File: config.mk
export PLATFORM = sky130hd
export DESIGN_NAME = jam_token_bit_packer_flat
export DESIGN_NICKNAME = d
export VERILOG_FILES = /design/src/design/jtbp_pkg.sv /design/src/design/jtbp_in_if.sv /design/src/design/jtbp_out_if.sv /design/src/design/jam_token_bit_packer.sv /design/src/design/jtbp_bitlen.sv /design/src/design/jtbp_pack.sv /design/src/flat_wrapper.sv
export SDC_FILE = /design/constraint.sdc
export NUM_CORES = 1
export LEC_CHECK = 0
export ABC_AREA = 1
export ABC_CLOCK_PERIOD_IN_PS = 11100
export BUFFER_PORTS_ARGS = -buffer_cell sky130_fd_sc_hd__buf_2
export CAP_MARGIN = 10
export CORE_MARGIN = 2
export CORE_UTILIZATION = 45
export CTS_CLUSTER_SIZE = 10
export DETAILED_ROUTE_END_ITERATION = 16
export PLACE_DENSITY = 0.71
export SYNTH_ARGS = -nofsm -noshare
export SYNTH_HDL_FRONTEND = slang
export SYNTH_HIERARCHICAL = 1
export SYNTH_SLANG_ARGS = --single-unit
export TNS_END_PERCENT = 20
File: constraint.sdc
create_clock -name clk -period 11.1 [get_ports clk]
set_clock_uncertainty 0.2 [all_clocks]
set_input_delay 1.11 -clock clk [delete_from_list [all_inputs] [get_ports clk]]
set_output_delay 1.11 -clock clk [all_outputs]
set_load 0.02 [all_outputs]
File: src/design/jtbp_pkg.sv
`timescale 1ns / 1ps

package jtbp_pkg;

    localparam int CMD_W = 3;
    localparam int VAL_W = 64;
    localparam int WID_W = 7;
    localparam int CNT_W = 48;
    localparam int LEN_W = 7;   // segment length / remaining token bits (max 79)
    localparam int HDR_W = 18;  // prefix + mat header bits
    localparam int HLN_W = 5;   // header length (max 15)

    localparam logic [CMD_W-1:0] CMD_RAW     = 3'd0;
    localparam logic [CMD_W-1:0] CMD_MAT     = 3'd1;
    localparam logic [CMD_W-1:0] CMD_ATOM    = 3'd2;
    localparam logic [CMD_W-1:0] CMD_CELL    = 3'd3;
    localparam logic [CMD_W-1:0] CMD_BACKREF = 3'd4;
    localparam logic [CMD_W-1:0] CMD_FLUSH   = 3'd5;

    localparam logic [WID_W-1:0] RAW_MAX = 7'd64;
    localparam logic [CNT_W-1:0] CNT_MAX = '1;

    typedef enum logic [2:0] {
        ST_IDLE,
        ST_LEN1,
        ST_LEN2,
        ST_HDR,
        ST_BODY,
        ST_SEG,
        ST_FLUSH
    } st_t;

    // sequencer -> packing unit
    typedef struct packed {
        logic             load_seg;
        logic [VAL_W-1:0] seg_val;
        logic [LEN_W-1:0] seg_len;
        logic             load_rem;
        logic [LEN_W-1:0] rem;
        logic             step;
        logic             flush;
    } pk_ctl_t;

    // packing unit -> sequencer
    typedef struct packed {
        logic out_free;
        logic seg_last;
        logic off_zero;
    } pk_sts_t;

    function automatic logic [3:0] bitlen8(input logic [7:0] v);
        logic [3:0] n;
        n = '0;
        for (int i = 0; i < 8; i++)
        begin
            if (v[i])
            begin
                n = 4'(i + 1);
            end
        end
        return n;
    endfunction

    function automatic logic [2:0] bitlen7(input logic [6:0] v);
        logic [2:0] n;
        n = '0;
        for (int i = 0; i < 7; i++)
        begin
            if (v[i])
            begin
                n = 3'(i + 1);
            end
        end
        return n;
    endfunction

endpackage

File: src/design/jtbp_in_if.sv
`timescale 1ns / 1ps

interface jtbp_in_if import jtbp_pkg::*; ();
    logic             valid;
    logic             ready;
    logic [CMD_W-1:0] cmd;
    logic [VAL_W-1:0] value;
    logic [WID_W-1:0] width;

    modport source (output valid, output cmd, output value, output width, input ready);
    modport sink   (input valid, input cmd, input value, input width, output ready);
endinterface

File: src/design/jtbp_out_if.sv
`timescale 1ns / 1ps

interface jtbp_out_if import jtbp_pkg::*; ();
    logic             valid;
    logic             ready;
    logic [7:0]       out_byte;
    logic             last;
    logic             message_end;
    logic [CNT_W-1:0] bits_written;

    modport source (output valid, output out_byte, output last, output message_end,
                    output bits_written, input ready);
    modport sink   (input valid, input out_byte, input last, input message_end,
                    input bits_written, output ready);
endinterface

File: src/design/jam_token_bit_packer.sv
`timescale 1ns / 1ps

// Token bit packer: serializer tokens in on "tok", LSB-first stream bytes
// out on "bstream". Both are valid/ready channels; a transaction moves on
// a clock edge with valid and ready high.
// Each token becomes at most two bit segments (a short header and a body),
// which one shared packing unit moves into the partial byte, up to the
// free bits of that byte per cycle while the output register can take a byte.
// A filled byte goes to the output register at the end of its packing cycle.
// The byte a token completes last carries last; a flush sends a nonempty
// partial byte, zero-padded, with last and message_end.
// Sequence: a raw or cell token loads its segment on accept, then packs
// one step per byte it touches. Mat, atom and backref tokens pass the
// two-stage bit length unit (ST_LEN1, ST_LEN2); ST_HDR builds and loads
// the header and ST_BODY loads a nonempty body; header and body are packed
// as separate segments. Flush waits until the partial byte is empty or
// the output register is free. tok.ready is high only while the sequencer
// is idle; a waiting output byte does not block acceptance. When bstream
// stalls, packing stops on the next step and resumes when the byte is
// taken; nothing is lost. Reset (rst_n low, asynchronous) empties the
// output register and clears the partial byte, bit offset and bit count.
module jam_token_bit_packer import jtbp_pkg::*; (
    input  logic       clk,
    input  logic       rst_n,
    jtbp_in_if.sink    tok,
    jtbp_out_if.source bstream
);

    st_t              st_reg, st_next;
    logic [CMD_W-1:0] cmd_reg, cmd_next;
    logic [VAL_W-1:0] val_reg, val_next;
    logic             body_reg, body_next;

    pk_ctl_t          ctl;
    pk_sts_t          sts;
    logic [LEN_W-1:0] blen;

    logic             accept;
    logic [WID_W-1:0] raw_w;
    logic [2:0]       c;
    logic [15:0]      mat_hdr;
    logic [HDR_W-1:0] hdr_val;
    logic [HLN_W-1:0] hdr_len;

    jtbp_bitlen u_bitlen (
        .clk   (clk),
        .value (val_reg),
        .blen  (blen)
    );

    jtbp_pack u_pack (
        .clk   (clk),
        .rst_n (rst_n),
        .ctl   (ctl),
        .sts   (sts),
        .dout  (bstream)
    );

    assign tok.ready = (st_reg == ST_IDLE);
    assign accept    = tok.valid && tok.ready;
    assign raw_w     = (tok.width > RAW_MAX) ? RAW_MAX : tok.width;

    // header segment: tag prefix then mat header (c zeros, 1, low c-1 bits of b);
    // bits above the header length are never packed
    always_comb
    begin
        c       = bitlen7(blen);
        mat_hdr = 16'({blen, 1'b1}) << c;
        hdr_val = '0;
        hdr_len = '0;
        case (cmd_reg)
            CMD_MAT:
            begin
                if (blen == '0)
                begin
                    hdr_val = HDR_W'(1'b1);
                    hdr_len = HLN_W'(1);
                end
                else
                begin
                    hdr_val = HDR_W'(mat_hdr);
                    hdr_len = HLN_W'({c, 1'b0});
                end
            end
            CMD_ATOM:
            begin
                if (blen == '0)
                begin
                    hdr_val = HDR_W'(2'b10);
                    hdr_len = HLN_W'(2);
                end
                else
                begin
                    hdr_val = HDR_W'({mat_hdr, 1'b0});
                    hdr_len = HLN_W'({c, 1'b1});
                end
            end
            CMD_BACKREF:
            begin
                if (blen == '0)
                begin
                    hdr_val = HDR_W'(3'b111);
                    hdr_len = HLN_W'(3);
                end
                else
                begin
                    hdr_val = {mat_hdr, 2'b11};
                    hdr_len = HLN_W'({c, 1'b0}) + HLN_W'(2);
                end
            end
            default:
            begin
                hdr_val = '0;
                hdr_len = '0;
            end
        endcase
    end

    // next state
    always_comb
    begin
        st_next = st_reg;
        case (st_reg)
            ST_IDLE:
            begin
                if (accept)
                begin
                    case (tok.cmd)
                        CMD_RAW:     st_next = (raw_w == '0) ? ST_IDLE : ST_SEG;
                        CMD_MAT:     st_next = ST_LEN1;
                        CMD_ATOM:    st_next = ST_LEN1;
                        CMD_BACKREF: st_next = ST_LEN1;
                        CMD_CELL:    st_next = ST_SEG;
                        CMD_FLUSH:   st_next = ST_FLUSH;
                        default:     st_next = ST_IDLE;
                    endcase
                end
            end
            ST_LEN1:  st_next = ST_LEN2;
            ST_LEN2:  st_next = ST_HDR;
            ST_HDR:   st_next = ST_SEG;
            ST_BODY:  st_next = ST_SEG;
            ST_SEG:
            begin
                if (sts.out_free && sts.seg_last)
                begin
                    st_next = body_reg ? ST_BODY : ST_IDLE;
                end
            end
            ST_FLUSH:
            begin
                if (sts.off_zero || sts.out_free)
                begin
                    st_next = ST_IDLE;
                end
            end
            default:  st_next = ST_IDLE;
        endcase
    end

    // unit control
    always_comb
    begin
        ctl = '0;
        case (st_reg)
            ST_IDLE:
            begin
                if (accept && (tok.cmd == CMD_RAW) && (raw_w != '0))
                begin
                    ctl.load_seg = 1'b1;
                    ctl.seg_val  = tok.value;
                    ctl.seg_len  = LEN_W'(raw_w);
                    ctl.load_rem = 1'b1;
                    ctl.rem      = LEN_W'(raw_w);
                end
                else if (accept && (tok.cmd == CMD_CELL))
                begin
                    ctl.load_seg = 1'b1;
                    ctl.seg_val  = VAL_W'(2'b01);
                    ctl.seg_len  = LEN_W'(2);
                    ctl.load_rem = 1'b1;
                    ctl.rem      = LEN_W'(2);
                end
            end
            ST_HDR:
            begin
                ctl.load_seg = 1'b1;
                ctl.seg_val  = VAL_W'(hdr_val);
                ctl.seg_len  = LEN_W'(hdr_len);
                ctl.load_rem = 1'b1;
                ctl.rem      = LEN_W'(hdr_len) + blen;
            end
            ST_BODY:
            begin
                ctl.load_seg = 1'b1;
                ctl.seg_val  = val_reg;
                ctl.seg_len  = blen;
            end
            ST_SEG:
            begin
                ctl.step = sts.out_free;
            end
            ST_FLUSH:
            begin
                ctl.flush = sts.off_zero || sts.out_free;
            end
            default:
            begin
                ctl = '0;
            end
        endcase
    end

    // token registers
    always_comb
    begin
        cmd_next  = cmd_reg;
        val_next  = val_reg;
        body_next = body_reg;
        if (accept)
        begin
            cmd_next  = tok.cmd;
            body_next = 1'b0;
            if ((tok.cmd == CMD_MAT) || (tok.cmd == CMD_BACKREF))
            begin
                val_next = {32'd0, tok.value[31:0]};
            end
            else
            begin
                val_next = tok.value;
            end
        end
        if (st_reg == ST_HDR)
        begin
            body_next = (blen != '0);
        end
        if (st_reg == ST_BODY)
        begin
            body_next = 1'b0;
        end
    end

    always_ff @(posedge clk or negedge rst_n)
    begin
        if (!rst_n)
        begin
            st_reg   <= ST_IDLE;
            cmd_reg  <= CMD_RAW;
            body_reg <= 1'b0;
        end
        else
        begin
            st_reg   <= st_next;
            cmd_reg  <= cmd_next;
            body_reg <= body_next;
        end
    end

    always_ff @(posedge clk)
    begin
        val_reg <= val_next;
    end

endmodule

File: src/design/jtbp_bitlen.sv
`timescale 1ns / 1ps

// Two-stage bit length of a 64-bit word: highest nonzero byte, then bit
// length inside that byte.
module jtbp_bitlen import jtbp_pkg::*; (
    input  logic             clk,
    input  logic [VAL_W-1:0] value,
    output logic [LEN_W-1:0] blen
);

    logic [2:0]       hb;
    logic             nz;
    logic [7:0]       top_byte;
    logic [2:0]       hb_reg;
    logic             nz_reg;
    logic [7:0]       top_reg;
    logic [LEN_W-1:0] blen_next;
    logic [LEN_W-1:0] blen_reg;

    always_comb
    begin
        hb = '0;
        nz = 1'b0;
        for (int i = 0; i < 8; i++)
        begin
            if (value[8*i +: 8] != 8'd0)
            begin
                hb = 3'(i);
                nz = 1'b1;
            end
        end
        top_byte = value[{hb, 3'b000} +: 8];
    end

    always_comb
    begin
        if (nz_reg)
        begin
            blen_next = LEN_W'({hb_reg, 3'b000}) + LEN_W'(bitlen8(top_reg));
        end
        else
        begin
            blen_next = '0;
        end
    end

    always_ff @(posedge clk)
    begin
        hb_reg   <= hb;
        nz_reg   <= nz;
        top_reg  <= top_byte;
        blen_reg <= blen_next;
    end

    assign blen = blen_reg;

endmodule

File: src/design/jtbp_pack.sv
`timescale 1ns / 1ps

// Shared packing unit: moves up to one byte's worth of segment bits into
// the partial byte per step, and holds the output register.
module jtbp_pack import jtbp_pkg::*; (
    input  logic       clk,
    input  logic       rst_n,
    input  pk_ctl_t    ctl,
    output pk_sts_t    sts,
    jtbp_out_if.source dout
);

    logic [7:0]       part_reg,    part_next;
    logic [2:0]       off_reg,     off_next;
    logic [CNT_W-1:0] cnt_reg,     cnt_next;
    logic [VAL_W-1:0] seg_val_reg, seg_val_next;
    logic [LEN_W-1:0] seg_len_reg, seg_len_next;
    logic [LEN_W-1:0] rem_reg,     rem_next;
    logic             ov_reg,      ov_next;
    logic [7:0]       ob_reg,      ob_next;
    logic             ol_reg,      ol_next;
    logic             oe_reg,      oe_next;
    logic [CNT_W-1:0] obw_reg,     obw_next;

    logic [3:0]       room;
    logic [3:0]       n;
    logic [7:0]       mask;
    logic [7:0]       ins;
    logic [7:0]       part_new;
    logic [3:0]       off_sum;
    logic [CNT_W:0]   cnt_sum;
    logic [CNT_W-1:0] cnt_step;
    logic [LEN_W-1:0] rem_after;
    logic             emit_step;
    logic             emit_fl;

    // one packing step
    always_comb
    begin
        room = 4'd8 - {1'b0, off_reg};
        if (seg_len_reg < LEN_W'(room))
        begin
            n = seg_len_reg[3:0];
        end
        else
        begin
            n = room;
        end
        mask      = 8'((9'h001 << n) - 9'h001);
        ins       = 8'((seg_val_reg[7:0] & mask) << off_reg);
        part_new  = part_reg | ins;
        off_sum   = {1'b0, off_reg} + n;
        cnt_sum   = {1'b0, cnt_reg} + (CNT_W+1)'(n);
        cnt_step  = (cnt_sum > {1'b0, CNT_MAX}) ? CNT_MAX : cnt_sum[CNT_W-1:0];
        rem_after = rem_reg - LEN_W'(n);
        emit_step = ctl.step && off_sum[3];
        emit_fl   = ctl.flush && (off_reg != 3'd0);
    end

    always_comb
    begin
        sts.out_free = !ov_reg || dout.ready;
        sts.seg_last = (seg_len_reg <= LEN_W'(room));
        sts.off_zero = (off_reg == 3'd0);
    end

    always_comb
    begin
        part_next    = part_reg;
        off_next     = off_reg;
        cnt_next     = cnt_reg;
        seg_val_next = seg_val_reg;
        seg_len_next = seg_len_reg;
        rem_next     = rem_reg;
        ov_next      = ov_reg && !dout.ready;
        ob_next      = ob_reg;
        ol_next      = ol_reg;
        oe_next      = oe_reg;
        obw_next     = obw_reg;

        if (ctl.load_seg)
        begin
            seg_val_next = ctl.seg_val;
            seg_len_next = ctl.seg_len;
        end
        if (ctl.load_rem)
        begin
            rem_next = ctl.rem;
        end

        if (ctl.step)
        begin
            seg_val_next = seg_val_reg >> n;
            seg_len_next = seg_len_reg - LEN_W'(n);
            rem_next     = rem_after;
            cnt_next     = cnt_step;
            if (off_sum[3])
            begin
                part_next = '0;
                off_next  = '0;
            end
            else
            begin
                part_next = part_new;
                off_next  = off_sum[2:0];
            end
        end

        if (emit_step)
        begin
            ov_next  = 1'b1;
            ob_next  = part_new;
            ol_next  = (rem_after < LEN_W'(8));
            oe_next  = 1'b0;
            obw_next = cnt_step;
        end

        if (ctl.flush)
        begin
            part_next = '0;
            off_next  = '0;
            cnt_next  = '0;
        end

        if (emit_fl)
        begin
            ov_next  = 1'b1;
            ob_next  = part_reg;
            ol_next  = 1'b1;
            oe_next  = 1'b1;
            obw_next = cnt_reg;
        end
    end

    always_ff @(posedge clk or negedge rst_n)
    begin
        if (!rst_n)
        begin
            part_reg    <= '0;
            off_reg     <= '0;
            cnt_reg     <= '0;
            seg_len_reg <= '0;
            rem_reg     <= '0;
            ov_reg      <= 1'b0;
        end
        else
        begin
            part_reg    <= part_next;
            off_reg     <= off_next;
            cnt_reg     <= cnt_next;
            seg_len_reg <= seg_len_next;
            rem_reg     <= rem_next;
            ov_reg      <= ov_next;
        end
    end

    always_ff @(posedge clk)
    begin
        seg_val_reg <= seg_val_next;
        ob_reg      <= ob_next;
        ol_reg      <= ol_next;
        oe_reg      <= oe_next;
        obw_reg     <= obw_next;
    end

    assign dout.valid        = ov_reg;
    assign dout.out_byte     = ob_reg;
    assign dout.last         = ol_reg;
    assign dout.message_end  = oe_reg;
    assign dout.bits_written = obw_reg;

endmodule
File: src/flat_wrapper.sv
// flat-port wrapper written by rule: the top's interface ports become plain ports
module jam_token_bit_packer_flat import jtbp_pkg::*;
  (clk, rst_n, tok_valid, tok_cmd, tok_value, tok_width, tok_ready, bstream_valid, bstream_out_byte, bstream_last, bstream_message_end, bstream_bits_written, bstream_ready);
  jtbp_in_if tok_i ();
  jtbp_out_if bstream_i ();
  input  logic clk;
  input  logic rst_n;
  input wire logic [$bits(tok_i.valid)-1:0] tok_valid;
  input wire logic [$bits(tok_i.cmd)-1:0] tok_cmd;
  input wire logic [$bits(tok_i.value)-1:0] tok_value;
  input wire logic [$bits(tok_i.width)-1:0] tok_width;
  output wire logic [$bits(tok_i.ready)-1:0] tok_ready;
  output wire logic [$bits(bstream_i.valid)-1:0] bstream_valid;
  output wire logic [$bits(bstream_i.out_byte)-1:0] bstream_out_byte;
  output wire logic [$bits(bstream_i.last)-1:0] bstream_last;
  output wire logic [$bits(bstream_i.message_end)-1:0] bstream_message_end;
  output wire logic [$bits(bstream_i.bits_written)-1:0] bstream_bits_written;
  input wire logic [$bits(bstream_i.ready)-1:0] bstream_ready;
  assign tok_i.valid = tok_valid;
  assign tok_i.cmd = tok_cmd;
  assign tok_i.value = tok_value;
  assign tok_i.width = tok_width;
  assign tok_ready = tok_i.ready;
  assign bstream_valid = bstream_i.valid;
  assign bstream_out_byte = bstream_i.out_byte;
  assign bstream_last = bstream_i.last;
  assign bstream_message_end = bstream_i.message_end;
  assign bstream_bits_written = bstream_i.bits_written;
  assign bstream_i.ready = bstream_ready;
  jam_token_bit_packer u_core (.clk(clk), .rst_n(rst_n), .tok(tok_i), .bstream(bstream_i));
endmodule
==> results.toml <==
[status]
status = "completed"

[die]
core-area_um2 = 42100
initial_core_util = 0.457
die_area_um2 = 44500
die_w_um = 211
ios = 138
die_h_um = 211
rows = 75

[timing]
fin_setup_tns_ns = 0
rsz0062_at_grt = "false"
worst_pin_slew_ns = 1.17
min_period_over_period = 0.589
setup_ws_ns = 4.56
max_freq_ghz = 0.153
layout_min_cycle_time_ns = 6.54
drv_slew = 0
final-hold-violation-count = 0
setup_viol = 0
max_slew_margin = 0.220

[place]
gp_congestion = 0.960
dp.cells = 3064
dp_worst_setup_slack_ns = 4.59
hpwl_um = 38900
portBuffers = 137

[worst_setup_path]
rr_worst_depth = 27
critPathKind = "flip-flop to flip-flop"
cp_data_required_time_ns = 11.27
rr_endpoint = "u_core/u_pack/dout.bits_written[0]$_DFFE_PP_"
r2r_start = "u_core/u_pack/off_reg[0]$_DFFE_PN0P_"
reg2reg_slack_ns = 4.56
end_kind = "flip-flop"
cp-start-kind = "flip-flop"
startpoint = "u_core/u_pack/off_reg[0]$_DFFE_PN0P_"
worstSetupEndpoint = "u_core/u_pack/dout.bits_written[0]$_DFFE_PP_"
worstPathMaxFanout = 55
critPathArrivalTime_ns = 6.70

[min_path]
hp-start = "u_core/u_pack/dout.message_end$_SDFFE_PP1P_"
hold_path_depth = 2
hold_class = "flip-flop to flip-flop"

[clocking]
cts-htree-levels = 2
cts_root_buffer = "clkbuf_16"
cts_max_path_buffers = 3
cts_tree = "done"
cts_resized = 0
cts_made_buffers = 37
ctsHoldBuffers = 0
clock_sinks = 286
post_cts_buffers = 0
clk_pin_slew_ns = 0.05
clk_latency_ns = 0.55

[pwr]
p_int_uw = 3510
clkPwrFrac = 0.166
switching_share = 0.490
power_uw = 6880
p_per_area_nw_per_um2 = 323
p_sw_uw = 3380
ir_drop_uv = 336
p_comb_frac = 0.581
leakage_uw = 0.00944
seqPwrFrac = 0.253

[logic_synthesis]
seq_area_frac_synth = 0.414
synth_top_area_cell = "edfxtp_1"
syn_nets = 2599
synth.most_common_cell = "nand2_1"
synth-main-ff-cell = "edfxtp_1"
ys_types = 60
yosys_warnings = 6
ys_seq_elements = 286
yosys.area.top_type_share = 0.287
synth_commonest_cells = "653 x nand2_1, 300 x inv_1, 232 x o21ai_0"
syn_inst = 2486
synth.area.top_cells = "edfxtp_1 29%, nand2_1 13%, dfrtp_1 11%"
postSynth.asyncResetShare = 0.283
synth-edff-count = 184
syn_avg_cell_area_um2 = 7.75
synth.cell_area_um2 = 19300

[layout]
fillers = 3961
fin_util = 0.506
drive_gt1_frac = 0.117
fin_nets = 2677
final_cells = 3130
antenna_cells = 0
areaGrowthSynthToFinish_pct = 10.6

[drt]
vias_per_cell = 5.57
drt.antenna.violating_nets = 0
drc = 0
vias = 17446
wirelength_um = 54100
wl_per_cell_um = 17.3
dr.pass1.iters = 6
dr.first_iter.drc_count = 2070

[global_routing]
grt_overflow = 0
grt_pass1_vias = 16305
grt_usage = 0.241
grt_max_degree = 99
antenna_found_initial = 0
grt_pass1_wl_um = 85900

[flow_run]
cap_violations = 0
## cell usage in the layout (no fill, tap or decap), types with 12 or more instances in the layout
cell type	n
o21ai_1	26
nor2_4	12
nand2_4	12
o221ai_1	13
buf_4	17
a22o_1	23
inv_2	14
nand3_1	204
o21ai_0	232
nand4_1	33
mux2i_1	44
or2_1	32
nand2_2	14
clkbuf_1	17
o211ai_1	87
clkbuf_16	37
nor2_1	144
inv_1	298
nand2_1	651
dfrtp_1	81
dfxtp_1	21
buf_2	136
xor2_1	41
nor3_1	20
ha_1	30
edfxtp_1	184
a21oi_1	42
## final cells by class
type,instances,area [um^2],area share
clock buffers,59,1060,0.0497
clock inverters,7,70.1,0.00329
inverters,315,1190,0.0557
multi-input cells,1771,9530,0.447
flip-flops and latches,286,7970,0.374
well taps,539,674,0.0317
repair buffers,153,808,0.0379
## power by group through the flow
stage,logic (uW),registers (uW),clock network (uW)
finish,4000,1740,1140
global route,4460,1770,1210
CTS,3950,1740,1170
detailed placement,3940,1750,0
global placement,3880,1750,0
floorplan,3040,1770,0
## layer usage
layer | GRT usage | vias up | routed length [um]
met5 | 0 | - | 0
met4 | 0.0719 | 0 | 1250
met3 | 0.0335 | 76 | 3850
met2 | 0.372 | 690 | 24100
met1 | 0.352 | 8155 | 24800
li1 | - | 8525 | -
## per-stage QoR
step | area, um^2 | hold slack, ns
2_1_floorplan | 19300 | 0.220
3_3_place_gp | 20200 | 0.231
3_5_place_dp | 20200 | 0.235
4_1_cts | 21300 | 0.249
5_1_grt | 21300 | 0.281
6_report | 21300 | 0.244
## worst min-delay path by stage
stage / end / slack [ns]
6_report: u_core/u_pack/dout.message_end$_SDFFE_PP1P_ / 0.24
5_1_grt: u_core/u_bitlen/blen[6]$_SDFF_PN0_ / 0.28
4_1_cts: u_core/u_pack/dout.message_end$_SDFFE_PP1P_ / 0.25
3_5_place_dp: u_core/u_pack/dout.message_end$_SDFFE_PP1P_ / 0.24
3_3_place_gp: u_core/u_pack/dout.message_end$_SDFFE_PP1P_ / 0.23
2_1_floorplan: u_core/u_bitlen/blen[3]$_SDFF_PN0_ / 0.22
## worst max-delay path, stage by stage, from the launching register on
cell and delay (ns):
dfrtp_1 0.64, clkinv_1 0.36, ha_1 0.30, ha_1 0.30, inv_1 0.06, ha_1 0.30, nand3_1 0.09, nand2_1 0.05
inv_1 0.05, nand2_1 0.05, nand2_2 0.14, nand2_4 0.12, nand2_1 0.09, nand2_2 0.52, ha_1 0.62, a21oi_1 0.10
o21ai_2 0.17, nand3_1 0.16, nor2_2 0.18, nand4_1 0.15, nor2_2 0.22, nand2_1 0.15, nor2_4 0.19, nand3_4 0.47
inv_1 0.33, or2_2 0.16, nand2_1 0.05, o21ai_0 0.11
## cells by family (layout without fill, tap and decap cells)
group / Yosys count / count (layout) / synth area share
adders and majority gates: 35 / 35 / 0.0247
DFF: 286 / 286 / 0.414
buffers and inverters: 429 / 534 / 0.0932
xor gates and xnor gates: 44 / 44 / 0.0200
AOI/OAI and AO/OA: 482 / 482 / 0.153
and+or+nand+nor: 1164 / 1164 / 0.270
muxes: 46 / 46 / 0.0252
Note: power is estimated with default switching activity, not from simulation.
